File: src/hdl/i2c_master_memory_access_defines.svh
`ifndef I2C_MASTER_MEMORY_ACCESS_DEFINES_SVH
`define I2C_MASTER_MEMORY_ACCESS_DEFINES_SVH

// check that cons holds in the same cycle as ante
`define I2CMMA_ASSERT_SAME(label, clk, rst_n, ante, cons, msg) \
    label: assert property (@(posedge clk) disable iff (!rst_n) (ante) |-> (cons)) \
        else $error(msg);

// check that cons holds in the cycle after ante
`define I2CMMA_ASSERT_NEXT(label, clk, rst_n, ante, cons, msg) \
    label: assert property (@(posedge clk) disable iff (!rst_n) (ante) |=> (cons)) \
        else $error(msg);

`endif

File: src/hdl/i2cmma_pkg.sv
`timescale 1ns / 1ps
`default_nettype none

package i2cmma_pkg;

    localparam int CNT_W = 16;
    localparam logic [CNT_W-1:0] CNT_MAX = {CNT_W{1'b1}};

    localparam logic [7:0]  HALF_PERIOD_RESET = 8'd5;
    localparam logic [15:0] ACK_TIMEOUT_RESET = 16'd50;

    typedef enum logic [1:0] {
        OP_TICK  = 2'd0,
        OP_WRITE = 2'd1,
        OP_READ  = 2'd2,
        OP_BYTE  = 2'd3
    } opcode_t;

    typedef enum logic [1:0] {
        STATUS_NONE    = 2'd0,
        STATUS_OK      = 2'd1,
        STATUS_TIMEOUT = 2'd2
    } status_t;

    typedef enum logic {
        REG_HALF_PERIOD = 1'b0,
        REG_ACK_TIMEOUT = 1'b1
    } reg_index_t;

    typedef enum logic [3:0] {
        PH_IDLE,
        PH_START_A,
        PH_START_B,
        PH_TX_LOW,
        PH_TX_HIGH,
        PH_ACK_WAIT,
        PH_WANT,
        PH_RX_LOW,
        PH_RX_HIGH,
        PH_MACK_LOW,
        PH_MACK_HIGH,
        PH_STOP_PRE,
        PH_STOP_A,
        PH_STOP_B
    } phase_t;

    typedef enum logic [2:0] {
        ST_DEV_W,
        ST_MEM_HI,
        ST_MEM_LO,
        ST_DATA,
        ST_DEV_R,
        ST_RX
    } stage_t;

    typedef struct packed {
        opcode_t     opcode;
        logic [7:0]  device_address;
        logic [15:0] memory_address;
        logic        wide_address;
        logic [15:0] byte_count;
        logic [7:0]  write_byte;
        logic        sda_sample;
    } step_in_t;

    typedef struct packed {
        logic        scl_level;
        logic        sda_level;
        logic        busy_res;
        logic        byte_wanted;
        logic        read_valid;
        logic [7:0]  read_data;
        logic        read_last;
        status_t     status;
    } step_res_t;

endpackage

`default_nettype wire

File: src/hdl/i2cmma_fsm.sv
`timescale 1ns / 1ps
`default_nettype none

module i2cmma_fsm
(
    input  wire                    clk,
    input  wire                    rst_n,
    input  wire                    step_en,
    input  i2cmma_pkg::step_in_t   step_in,
    input  wire  [7:0]             half_period_ticks,
    input  wire  [15:0]            ack_timeout_ticks,
    output i2cmma_pkg::step_res_t  step_res
);
    import i2cmma_pkg::*;

    phase_t           phase_reg, phase_next;
    stage_t           stage_reg, stage_next;
    logic [CNT_W-1:0] tick_reg, tick_next;
    logic [3:0]       bit_reg, bit_next;
    logic [7:0]       shift_reg, shift_next;
    logic [15:0]      bytes_left_reg, bytes_left_next;
    logic [7:0]       dev_addr_reg, dev_addr_next;
    logic [15:0]      mem_addr_reg, mem_addr_next;
    logic             wide_reg, wide_next;
    logic             is_read_reg, is_read_next;
    logic [7:0]       pending_byte_reg, pending_byte_next;
    logic             pending_valid_reg, pending_valid_next;
    logic             scl_reg, scl_next;
    logic             sda_reg, sda_next;
    logic             timed_out_reg, timed_out_next;

    logic [CNT_W-1:0] hp_lim;
    logic [CNT_W-1:0] ack_lim;
    logic [CNT_W-1:0] tick_inc;
    logic             hp_done;
    logic [CNT_W-1:0] tick_timed;
    logic [3:0]       bit_inc;
    logic [7:0]       shift_up;
    logic [7:0]       shift_rx;
    logic [15:0]      bytes_dec;
    logic [7:0]       tx_byte;
    logic             rd_valid;
    logic [7:0]       rd_data;
    logic             rd_last;
    status_t          status;

    always_comb
    begin
        hp_lim     = (half_period_ticks == 8'd0) ? CNT_W'(1) : CNT_W'(half_period_ticks);
        ack_lim    = CNT_W'(ack_timeout_ticks);
        tick_inc   = (tick_reg != CNT_MAX) ? tick_reg + CNT_W'(1) : tick_reg;
        hp_done    = (tick_inc >= hp_lim);
        tick_timed = hp_done ? '0 : tick_inc;
        bit_inc    = bit_reg + 4'd1;
        shift_up   = {shift_reg[6:0], 1'b0};
        shift_rx   = {shift_reg[6:0], step_in.sda_sample};
        bytes_dec  = bytes_left_reg - 16'd1;
    end

    always_comb
    begin
        phase_next         = phase_reg;
        stage_next         = stage_reg;
        tick_next          = tick_reg;
        bit_next           = bit_reg;
        shift_next         = shift_reg;
        bytes_left_next    = bytes_left_reg;
        dev_addr_next      = dev_addr_reg;
        mem_addr_next      = mem_addr_reg;
        wide_next          = wide_reg;
        is_read_next       = is_read_reg;
        pending_byte_next  = pending_byte_reg;
        pending_valid_next = pending_valid_reg;
        scl_next           = scl_reg;
        sda_next           = sda_reg;
        timed_out_next     = timed_out_reg;
        tx_byte            = shift_reg;
        rd_valid           = 1'b0;
        rd_data            = 8'd0;
        rd_last            = 1'b0;
        status             = STATUS_NONE;

        case (step_in.opcode)
            OP_WRITE, OP_READ:
            begin
                if (phase_reg == PH_IDLE)
                begin
                    dev_addr_next      = step_in.device_address;
                    mem_addr_next      = step_in.memory_address;
                    wide_next          = step_in.wide_address;
                    bytes_left_next    = step_in.byte_count;
                    is_read_next       = (step_in.opcode == OP_READ);
                    pending_valid_next = 1'b0;
                    timed_out_next     = 1'b0;
                    stage_next         = ST_DEV_W;
                    shift_next         = {step_in.device_address[7:1], 1'b0};
                    bit_next           = 4'd0;
                    tick_next          = '0;
                    scl_next           = 1'b1;
                    sda_next           = 1'b1;
                    phase_next         = PH_START_A;
                end
            end
            OP_BYTE:
            begin
                pending_byte_next  = step_in.write_byte;
                pending_valid_next = 1'b1;
            end
            default:
            begin
                case (phase_reg)
                    PH_START_A:
                    begin
                        tick_next = tick_timed;
                        if (hp_done)
                        begin
                            sda_next   = 1'b0;
                            phase_next = PH_START_B;
                        end
                    end
                    PH_START_B:
                    begin
                        tick_next = tick_timed;
                        if (hp_done)
                        begin
                            scl_next   = 1'b0;
                            bit_next   = 4'd0;
                            sda_next   = shift_reg[7];
                            phase_next = PH_TX_LOW;
                        end
                    end
                    PH_TX_LOW:
                    begin
                        tick_next = tick_timed;
                        if (hp_done)
                        begin
                            scl_next   = 1'b1;
                            phase_next = (bit_reg >= 4'd8) ? PH_ACK_WAIT : PH_TX_HIGH;
                        end
                    end
                    PH_TX_HIGH:
                    begin
                        tick_next = tick_timed;
                        if (hp_done)
                        begin
                            scl_next   = 1'b0;
                            bit_next   = bit_inc;
                            shift_next = shift_up;
                            sda_next   = (bit_inc >= 4'd8) ? 1'b1 : shift_up[7];
                            phase_next = PH_TX_LOW;
                        end
                    end
                    PH_ACK_WAIT:
                    begin
                        if (!step_in.sda_sample)
                        begin
                            // slave acked: pick the next byte or bus phase
                            tick_next = '0;
                            scl_next  = 1'b0;
                            case (stage_reg)
                                ST_DEV_W, ST_MEM_HI:
                                begin
                                    if (stage_reg == ST_DEV_W && wide_reg)
                                    begin
                                        stage_next = ST_MEM_HI;
                                        tx_byte    = mem_addr_reg[15:8];
                                    end
                                    else
                                    begin
                                        stage_next = ST_MEM_LO;
                                        tx_byte    = mem_addr_reg[7:0];
                                    end
                                    shift_next = tx_byte;
                                    bit_next   = 4'd0;
                                    sda_next   = tx_byte[7];
                                    phase_next = PH_TX_LOW;
                                end
                                ST_MEM_LO, ST_DATA:
                                begin
                                    if (stage_reg == ST_MEM_LO && is_read_reg)
                                    begin
                                        // repeated start for the read address
                                        stage_next = ST_DEV_R;
                                        shift_next = dev_addr_reg | 8'h01;
                                        sda_next   = 1'b1;
                                        scl_next   = 1'b1;
                                        phase_next = PH_START_A;
                                    end
                                    else
                                    begin
                                        stage_next = ST_DATA;
                                        if (stage_reg == ST_DATA)
                                        begin
                                            bytes_left_next = bytes_dec;
                                        end
                                        if ((stage_reg == ST_DATA ? bytes_dec : bytes_left_reg)
                                            == 16'd0)
                                        begin
                                            sda_next   = 1'b0;
                                            phase_next = PH_STOP_PRE;
                                        end
                                        else
                                        begin
                                            sda_next   = 1'b1;
                                            phase_next = PH_WANT;
                                        end
                                    end
                                end
                                ST_DEV_R:
                                begin
                                    stage_next = ST_RX;
                                    if (bytes_left_reg == 16'd0)
                                    begin
                                        sda_next   = 1'b0;
                                        phase_next = PH_STOP_PRE;
                                    end
                                    else
                                    begin
                                        sda_next   = 1'b1;
                                        bit_next   = 4'd0;
                                        shift_next = 8'd0;
                                        phase_next = PH_RX_LOW;
                                    end
                                end
                                default:
                                begin
                                    sda_next   = 1'b0;
                                    phase_next = PH_STOP_PRE;
                                end
                            endcase
                        end
                        else if (tick_reg >= ack_lim)
                        begin
                            timed_out_next = 1'b1;
                            scl_next       = 1'b0;
                            sda_next       = 1'b0;
                            tick_next      = '0;
                            phase_next     = PH_STOP_PRE;
                        end
                        else
                        begin
                            tick_next = tick_inc;
                        end
                    end
                    PH_WANT:
                    begin
                        if (pending_valid_reg)
                        begin
                            shift_next         = pending_byte_reg;
                            pending_valid_next = 1'b0;
                            scl_next           = 1'b0;
                            bit_next           = 4'd0;
                            sda_next           = pending_byte_reg[7];
                            tick_next          = '0;
                            phase_next         = PH_TX_LOW;
                        end
                    end
                    PH_RX_LOW:
                    begin
                        tick_next = tick_timed;
                        if (hp_done)
                        begin
                            scl_next   = 1'b1;
                            phase_next = PH_RX_HIGH;
                        end
                    end
                    PH_RX_HIGH:
                    begin
                        tick_next = tick_timed;
                        if (hp_done)
                        begin
                            shift_next = shift_rx;
                            scl_next   = 1'b0;
                            bit_next   = bit_inc;
                            if (bit_inc < 4'd8)
                            begin
                                phase_next = PH_RX_LOW;
                            end
                            else
                            begin
                                rd_valid        = 1'b1;
                                rd_data         = shift_rx;
                                rd_last         = (bytes_left_reg == 16'd1);
                                bytes_left_next = bytes_dec;
                                // ack unless this was the last byte
                                sda_next        = (bytes_dec == 16'd0);
                                phase_next      = PH_MACK_LOW;
                            end
                        end
                    end
                    PH_MACK_LOW:
                    begin
                        tick_next = tick_timed;
                        if (hp_done)
                        begin
                            scl_next   = 1'b1;
                            phase_next = PH_MACK_HIGH;
                        end
                    end
                    PH_MACK_HIGH:
                    begin
                        tick_next = tick_timed;
                        if (hp_done)
                        begin
                            scl_next = 1'b0;
                            tick_next = '0;
                            if (bytes_left_reg != 16'd0)
                            begin
                                sda_next   = 1'b1;
                                bit_next   = 4'd0;
                                shift_next = 8'd0;
                                phase_next = PH_RX_LOW;
                            end
                            else
                            begin
                                sda_next   = 1'b0;
                                phase_next = PH_STOP_PRE;
                            end
                        end
                    end
                    PH_STOP_PRE:
                    begin
                        tick_next = tick_timed;
                        if (hp_done)
                        begin
                            scl_next   = 1'b1;
                            phase_next = PH_STOP_A;
                        end
                    end
                    PH_STOP_A:
                    begin
                        tick_next = tick_timed;
                        if (hp_done)
                        begin
                            sda_next   = 1'b1;
                            phase_next = PH_STOP_B;
                        end
                    end
                    PH_STOP_B:
                    begin
                        tick_next = tick_timed;
                        if (hp_done)
                        begin
                            phase_next = PH_IDLE;
                            status     = timed_out_reg ? STATUS_TIMEOUT : STATUS_OK;
                        end
                    end
                    default:
                    begin
                        phase_next = PH_IDLE;
                        scl_next   = 1'b1;
                        sda_next   = 1'b1;
                    end
                endcase
            end
        endcase
    end

    always_comb
    begin
        step_res.scl_level   = scl_next;
        step_res.sda_level   = sda_next;
        step_res.busy_res    = (phase_next != PH_IDLE);
        step_res.byte_wanted = (phase_next == PH_WANT) && !pending_valid_next;
        step_res.read_valid  = rd_valid;
        step_res.read_data   = rd_data;
        step_res.read_last   = rd_last;
        step_res.status      = status;
    end

    always_ff @(posedge clk or negedge rst_n)
    begin
        if (!rst_n)
        begin
            phase_reg         <= PH_IDLE;
            stage_reg         <= ST_DEV_W;
            tick_reg          <= '0;
            bit_reg           <= 4'd0;
            shift_reg         <= 8'd0;
            bytes_left_reg    <= 16'd0;
            dev_addr_reg      <= 8'd0;
            mem_addr_reg      <= 16'd0;
            wide_reg          <= 1'b0;
            is_read_reg       <= 1'b0;
            pending_valid_reg <= 1'b0;
            scl_reg           <= 1'b1;
            sda_reg           <= 1'b1;
            timed_out_reg     <= 1'b0;
        end
        else if (step_en)
        begin
            phase_reg         <= phase_next;
            stage_reg         <= stage_next;
            tick_reg          <= tick_next;
            bit_reg           <= bit_next;
            shift_reg         <= shift_next;
            bytes_left_reg    <= bytes_left_next;
            dev_addr_reg      <= dev_addr_next;
            mem_addr_reg      <= mem_addr_next;
            wide_reg          <= wide_next;
            is_read_reg       <= is_read_next;
            pending_valid_reg <= pending_valid_next;
            scl_reg           <= scl_next;
            sda_reg           <= sda_next;
            timed_out_reg     <= timed_out_next;
        end
    end

    always_ff @(posedge clk)
    begin
        if (step_en)
        begin
            pending_byte_reg <= pending_byte_next;
        end
    end

endmodule

`default_nettype wire

File: src/hdl/i2c_master_memory_access.sv
// I2C master for memory-style device access, advanced one transfer at a time.
// Input stream: each transfer is a command or a timing tick (s_tuser = opcode:
// tick, begin write, begin read, supply write byte). Only ticks move the bus.
// Output stream: exactly one result transfer per input transfer, carrying the
// driven SCL/SDA levels, busy, byte request, a received byte with m_tlast on
// the last byte of a read, and a one-shot status (ok or ack timeout) on the
// transfer that returns the block to idle.
// The result of a transfer is registered and appears in the cycle after it is accepted.
// Throughput: one transfer per cycle while the result register is free or being
// drained; the bus state machine update is combinational logic between the accepted input and the result register.
// A full result register that is not taken stalls the input (s_tready low)
// until m_tready frees it; nothing is dropped.
// Reset (rst_n low, asynchronous): bus idle with SCL and SDA released, no
// pending write byte, registers back to half period 5 and ack timeout 50.
// Registers on the APB port: 0x0 half_period_ticks, 0x4 ack_timeout_ticks;
// write them only while no transaction is running.
`timescale 1ns / 1ps
`default_nettype none
`include "i2c_master_memory_access_defines.svh"

module i2c_master_memory_access
(
    input  wire         clk,
    input  wire         rst_n,
    // apb configuration port
    input  wire         psel,
    input  wire         penable,
    input  wire         pwrite,
    input  wire  [2:0]  paddr,
    input  wire  [31:0] pwdata,
    output logic [31:0] prdata,
    output logic        pready,
    // input stream
    input  wire         s_tvalid,
    output logic        s_tready,
    // device_address[7:0], memory_address[23:8], wide_address[24],
    // byte_count[40:25], write_byte[48:41], sda_sample[49], zero fill[55:50]
    input  wire  [55:0] s_tdata,
    // opcode[1:0]
    input  wire  [1:0]  s_tuser,
    // result stream
    output logic        m_tvalid,
    input  wire         m_tready,
    // scl_level[0], sda_level[1], busy_res[2], byte_wanted[3], read_valid[4],
    // read_data[12:5], status[14:13], zero fill[15]
    output logic [15:0] m_tdata,
    // read_last
    output logic        m_tlast
);
    import i2cmma_pkg::*;

    logic [7:0]  half_period_reg;
    logic [15:0] ack_timeout_reg;
    logic        cfg_write;
    reg_index_t  cfg_index;

    step_in_t    step_in;
    step_res_t   step_res;
    logic        step_en;

    step_res_t   res_reg;
    logic        m_tvalid_reg;

    assign pready    = 1'b1;
    assign cfg_write = psel && penable && pwrite && pready;
    assign cfg_index = reg_index_t'(paddr[2]);

    always_ff @(posedge clk or negedge rst_n)
    begin
        if (!rst_n)
        begin
            half_period_reg <= HALF_PERIOD_RESET;
            ack_timeout_reg <= ACK_TIMEOUT_RESET;
        end
        else if (cfg_write)
        begin
            case (cfg_index)
                REG_HALF_PERIOD: half_period_reg <= pwdata[7:0];
                REG_ACK_TIMEOUT: ack_timeout_reg <= pwdata[15:0];
                default:         half_period_reg <= half_period_reg;
            endcase
        end
    end

    always_comb
    begin
        case (cfg_index)
            REG_HALF_PERIOD: prdata = {24'd0, half_period_reg};
            REG_ACK_TIMEOUT: prdata = {16'd0, ack_timeout_reg};
            default:         prdata = 32'd0;
        endcase
    end

    always_comb
    begin
        step_in.opcode         = opcode_t'(s_tuser);
        step_in.device_address = s_tdata[7:0];
        step_in.memory_address = s_tdata[23:8];
        step_in.wide_address   = s_tdata[24];
        step_in.byte_count     = s_tdata[40:25];
        step_in.write_byte     = s_tdata[48:41];
        step_in.sda_sample     = s_tdata[49];
    end

    // take a new transfer whenever the result slot is free or being drained
    assign s_tready = !m_tvalid_reg || m_tready;
    assign step_en  = s_tvalid && s_tready;

    i2cmma_fsm u_fsm
    (
        .clk               (clk),
        .rst_n             (rst_n),
        .step_en           (step_en),
        .step_in           (step_in),
        .half_period_ticks (half_period_reg),
        .ack_timeout_ticks (ack_timeout_reg),
        .step_res          (step_res)
    );

    always_ff @(posedge clk or negedge rst_n)
    begin
        if (!rst_n)
        begin
            m_tvalid_reg <= 1'b0;
        end
        else if (step_en)
        begin
            m_tvalid_reg <= 1'b1;
        end
        else if (m_tready)
        begin
            m_tvalid_reg <= 1'b0;
        end
    end

    always_ff @(posedge clk)
    begin
        if (step_en)
        begin
            res_reg <= step_res;
        end
    end

    assign m_tvalid = m_tvalid_reg;
    assign m_tlast  = res_reg.read_last;
    assign m_tdata  = {1'b0, res_reg.status, res_reg.read_data, res_reg.read_valid,
                       res_reg.byte_wanted, res_reg.busy_res, res_reg.sda_level,
                       res_reg.scl_level};

    `I2CMMA_ASSERT_SAME(a_status_only_at_idle, clk, rst_n,
        m_tvalid_reg && (res_reg.status != STATUS_NONE), !res_reg.busy_res,
        "status reported while transaction still busy")
    `I2CMMA_ASSERT_SAME(a_read_byte_scl_low, clk, rst_n,
        m_tvalid_reg && res_reg.read_valid, !res_reg.scl_level && res_reg.busy_res,
        "received byte reported without scl low in a busy transaction")
    `I2CMMA_ASSERT_SAME(a_byte_wanted_holds_bus, clk, rst_n,
        m_tvalid_reg && res_reg.byte_wanted, !res_reg.scl_level && res_reg.busy_res,
        "byte request without scl held low")
    `I2CMMA_ASSERT_NEXT(a_stall_blocks_input, clk, rst_n,
        m_tvalid_reg && !m_tready && !step_en, m_tvalid_reg,
        "pending result lost while receiver stalled")

endmodule

`default_nettype wire
File: config.mk
export PLATFORM = sky130hd
export DESIGN_NAME = i2c_master_memory_access
export DESIGN_NICKNAME = d
export VERILOG_FILES = /design/src/hdl/i2cmma_pkg.sv /design/src/hdl/i2cmma_fsm.sv /design/src/hdl/i2c_master_memory_access.sv
export VERILOG_INCLUDE_DIRS = /design/src /design/src/hdl
export SDC_FILE = /design/constraint.sdc
export NUM_CORES = 1
export LEC_CHECK = 0
export BUFFER_PORTS_ARGS = -buffer_cell sky130_fd_sc_hd__buf_4
export CORE_MARGIN = 2
export CORE_UTILIZATION = 57
export CTS_BUF_LIST = sky130_fd_sc_hd__clkbuf_16
export DETAILED_ROUTE_END_ITERATION = 8
export GPL_TIMING_DRIVEN = 0
export MAX_ROUTING_LAYER = met4
export PLACE_DENSITY = 0.82
export SYNTH_ARGS = -nofsm -noshare
export SYNTH_HDL_FRONTEND = slang
export SYNTH_SLANG_ARGS = --single-unit
File: constraint.sdc
create_clock -name clk -period 5.8 [get_ports clk]
set_clock_uncertainty 0.2 [all_clocks]
set_input_delay 1.16 -clock clk [delete_from_list [all_inputs] [get_ports clk]]
set_output_delay 1.16 -clock clk [all_outputs]
set_load 0.05 [all_outputs]
==> impl_metrics.json <==
{
  "end_kind": "flip-flop",
  "post-cts-setup-buffer-count": 0,
  "grt_pass1_wl_mm": 41.6,
  "cts-root-buf": "clkbuf_16",
  "ys_types": 88,
  "cts_buffers": 17,
  "synth_area_mm2": 0.00886,
  "cts-resized-gates": 0,
  "start_util": 0.583,
  "path_clk_slew_ps": 60,
  "synth.area.top_cells": "dfrtp_1 28%, edfxtp_1 8.1%, mux2_2 7.6%",
  "min_period_ps": 5520,
  "die_area_mm2": 0.0166,
  "wirelength_mm": 26.3,
  "grt_start_max_net_pins": 106,
  "antenna_found_initial": 0,
  "crit_end": "m_tdata[3]",
  "tightest_slew_ps": 1180,
  "dpl.hpwl_mm": 19.0,
  "io_pins": 152,
  "drtPass1Iterations": 7,
  "p_leak_uw": 0.00461,
  "report.final.slew_viol_count": 0,
  "reg2reg_depth": 16,
  "final_common_cell": "buf_4",
  "synth_top_area_frac": 0.277,
  "n_fill_cell": 1218,
  "synthCells": 982,
  "drv_cap": 0,
  "grt_pass1_vias": 7723,
  "async_reset_ff_frac": 0.814,
  "routed_via_density": 6.42,
  "rsz0062_at_grt": "no",
  "powerDensity_mw_per_mm2": 351,
  "wl_per_cell_um": 19.8,
  "drive_above_1_share": 0.220,
  "synth_edf_count": 24,
  "antenna_cells": 0,
  "slew_headroom": 0.209,
  "hold_buffers": 0,
  "startpoint": "u_fsm.tick_reg[0]",
  "cts_sinks": 129,
  "ir_drop_mv": 0.209,
  "postLayoutCellArea_mm2": 0.0106,
  "grt_remaining_overflow": 0,
  "die_w_um": 129,
  "layout_common_cells": "124 x buf_4, 98 x dfrtp_1, 76 x nand2_1",
  "outcome": "finished clean",
  "setup_tns_ps": 0,
  "worstSetupStartpointType": "flip-flop",
  "path_class": "reg2reg",
  "ys_seq_area_frac": 0.379,
  "yosysTopAreaCell": "dfrtp_1",
  "yosys_register_bits": 129,
  "seqCellArea_mm2": 0.00336,
  "ys_warn_count": 0,
  "r2r_start": "u_fsm.tick_reg[0]",
  "postPlaceCellArea_mm2": 0.00996,
  "hold_viol_final": 0,
  "power.total_uw": 3710,
  "required_ps": 5740,
  "core_mm2": 0.0152,
  "layout.nets": 1259,
  "cp_max_fo": 7,
  "syn_avg_cell_area_um2": 9.02,
  "h-tree-depth": 4,
  "finalSetupViolations": 0,
  "grt_use_total": 0.333,
  "final_antenna_net_count": 0,
  "max_freq_ghz": 0.181,
  "cts_buffer_depth": 2,
  "port_buffers": 107,
  "first_iter_violations": 1288,
  "insertion_delay_ps": 430,
  "gp_congestion": 1.06,
  "cp.arrival_ps": 5460,
  "cts_tree": "built",
  "finalCritPeriodShare": 0.952,
  "hold_class": "reg2reg",
  "vias": 8521,
  "r2r-end": "m_tdata[3]",
  "areaGrowthSynthToFinish_pct": 19.2,
  "rows": 45,
  "r2r_slack_ps": 280,
  "drc_errors": 0,
  "die-height_um": 129,
  "ys.flop_type": "dfrtp_1",
  "multi_input_area_mm2": 0.00499
}
## kinds of logic after synthesis
kind of cell / Yosys count / synth area share
simple gates: 350 / 0.208
compound gates: 238 / 0.186
buf+inv: 133 / 0.0648
flops: 129 / 0.379
mux: 77 / 0.0955
fa+ha+maj: 33 / 0.0466
xor+xnor: 20 / 0.0198
other cells: 2 / 0.000848
## where the power goes
group	switching, µW	total (µW)	leakage, µW	internal (µW)
clock	471	1040	0.000273	568
combinational	819	1340	0.00282	524
sequential	183	1330	0.00152	1150
## metal layers
metal | track usage | share of wire | vias to the layer above
met4 | 0.108 | 0.023 | 0
met3 | 0.0703 | 0.10 | 75
met1 | 0.472 | 0.43 | 4010
li1 | - | - | 3887
met5 | - | 0 | -
met2 | 0.478 | 0.44 | 549
## worst min path at each step
stage / endpoint / cells after the start / start
6_report: u_fsm.mem_addr_reg[10] / 1 / u_fsm.mem_addr_reg[10]
5_1_grt: u_fsm.mem_addr_reg[6] / 1 / u_fsm.mem_addr_reg[6]
4_1_cts: u_fsm.mem_addr_reg[6] / 1 / u_fsm.mem_addr_reg[6]
3_5_place_dp: u_fsm.mem_addr_reg[6] / 1 / u_fsm.mem_addr_reg[6]
3_3_place_gp: u_fsm.mem_addr_reg[11] / 1 / u_fsm.mem_addr_reg[11]
2_1_floorplan: u_fsm.mem_addr_reg[15] / 1 / u_fsm.mem_addr_reg[15]
## synth_stat cells, types with 10 or more instances
cell	n
nand2_1	76
buf_4	18
and3_1	13
nand2b_1	12
and2_1	26
o31ai_1	11
inv_1	56
nor4_1	10
nand3_1	25
mux2_2	60
a31oi_1	15
nor2_1	73
a21oi_1	42
nand4_1	20
a211oi_1	11
ha_1	33
dfrtp_1	98
xor2_1	10
o22ai_1	10
nor3_1	42
o21ai_0	57
mux2i_1	17
edfxtp_1	24
clkbuf_1	47
xnor2_1	10
## stage by stage
stage	instances	util	worst slack, ps	hold slack [ps]
2_1_floorplan	998	-	1440	274
3_3_place_gp	1293	0.655	595	287
3_5_place_dp	1293	0.655	650	293
4_1_cts	1325	0.693	569	308
5_1_grt	1327	0.695	1.08	316
6_report	1327	0.695	278	305
## area by class of cell
type                    instances  share of cell area
clock inverters                15              0.0136
repair buffers                109              0.0795
clock buffers                  17              0.0403
well taps                     188              0.0223
inverters                      56              0.0199
plain buffers                  77              0.0346
flip-flops and latches        129               0.318
multi-input cells             736               0.472
## critical path: stages, from the launching register on
cell       delay (ps)
dfrtp_1           500
ha_1              280
nand3_1           200
or2_1             310
or3_1             480
nand4_1           190
nor2_1             70
xor2_1            240
ha_1              290
nand3_1            80
nand2_1            50
a21o_1            210
a2111oi_4         580
nand2_1           360
a31oi_1           390
nand4_1           180
nor4b_1           610
No activity file was read; power rests on OpenSTA's default activity.
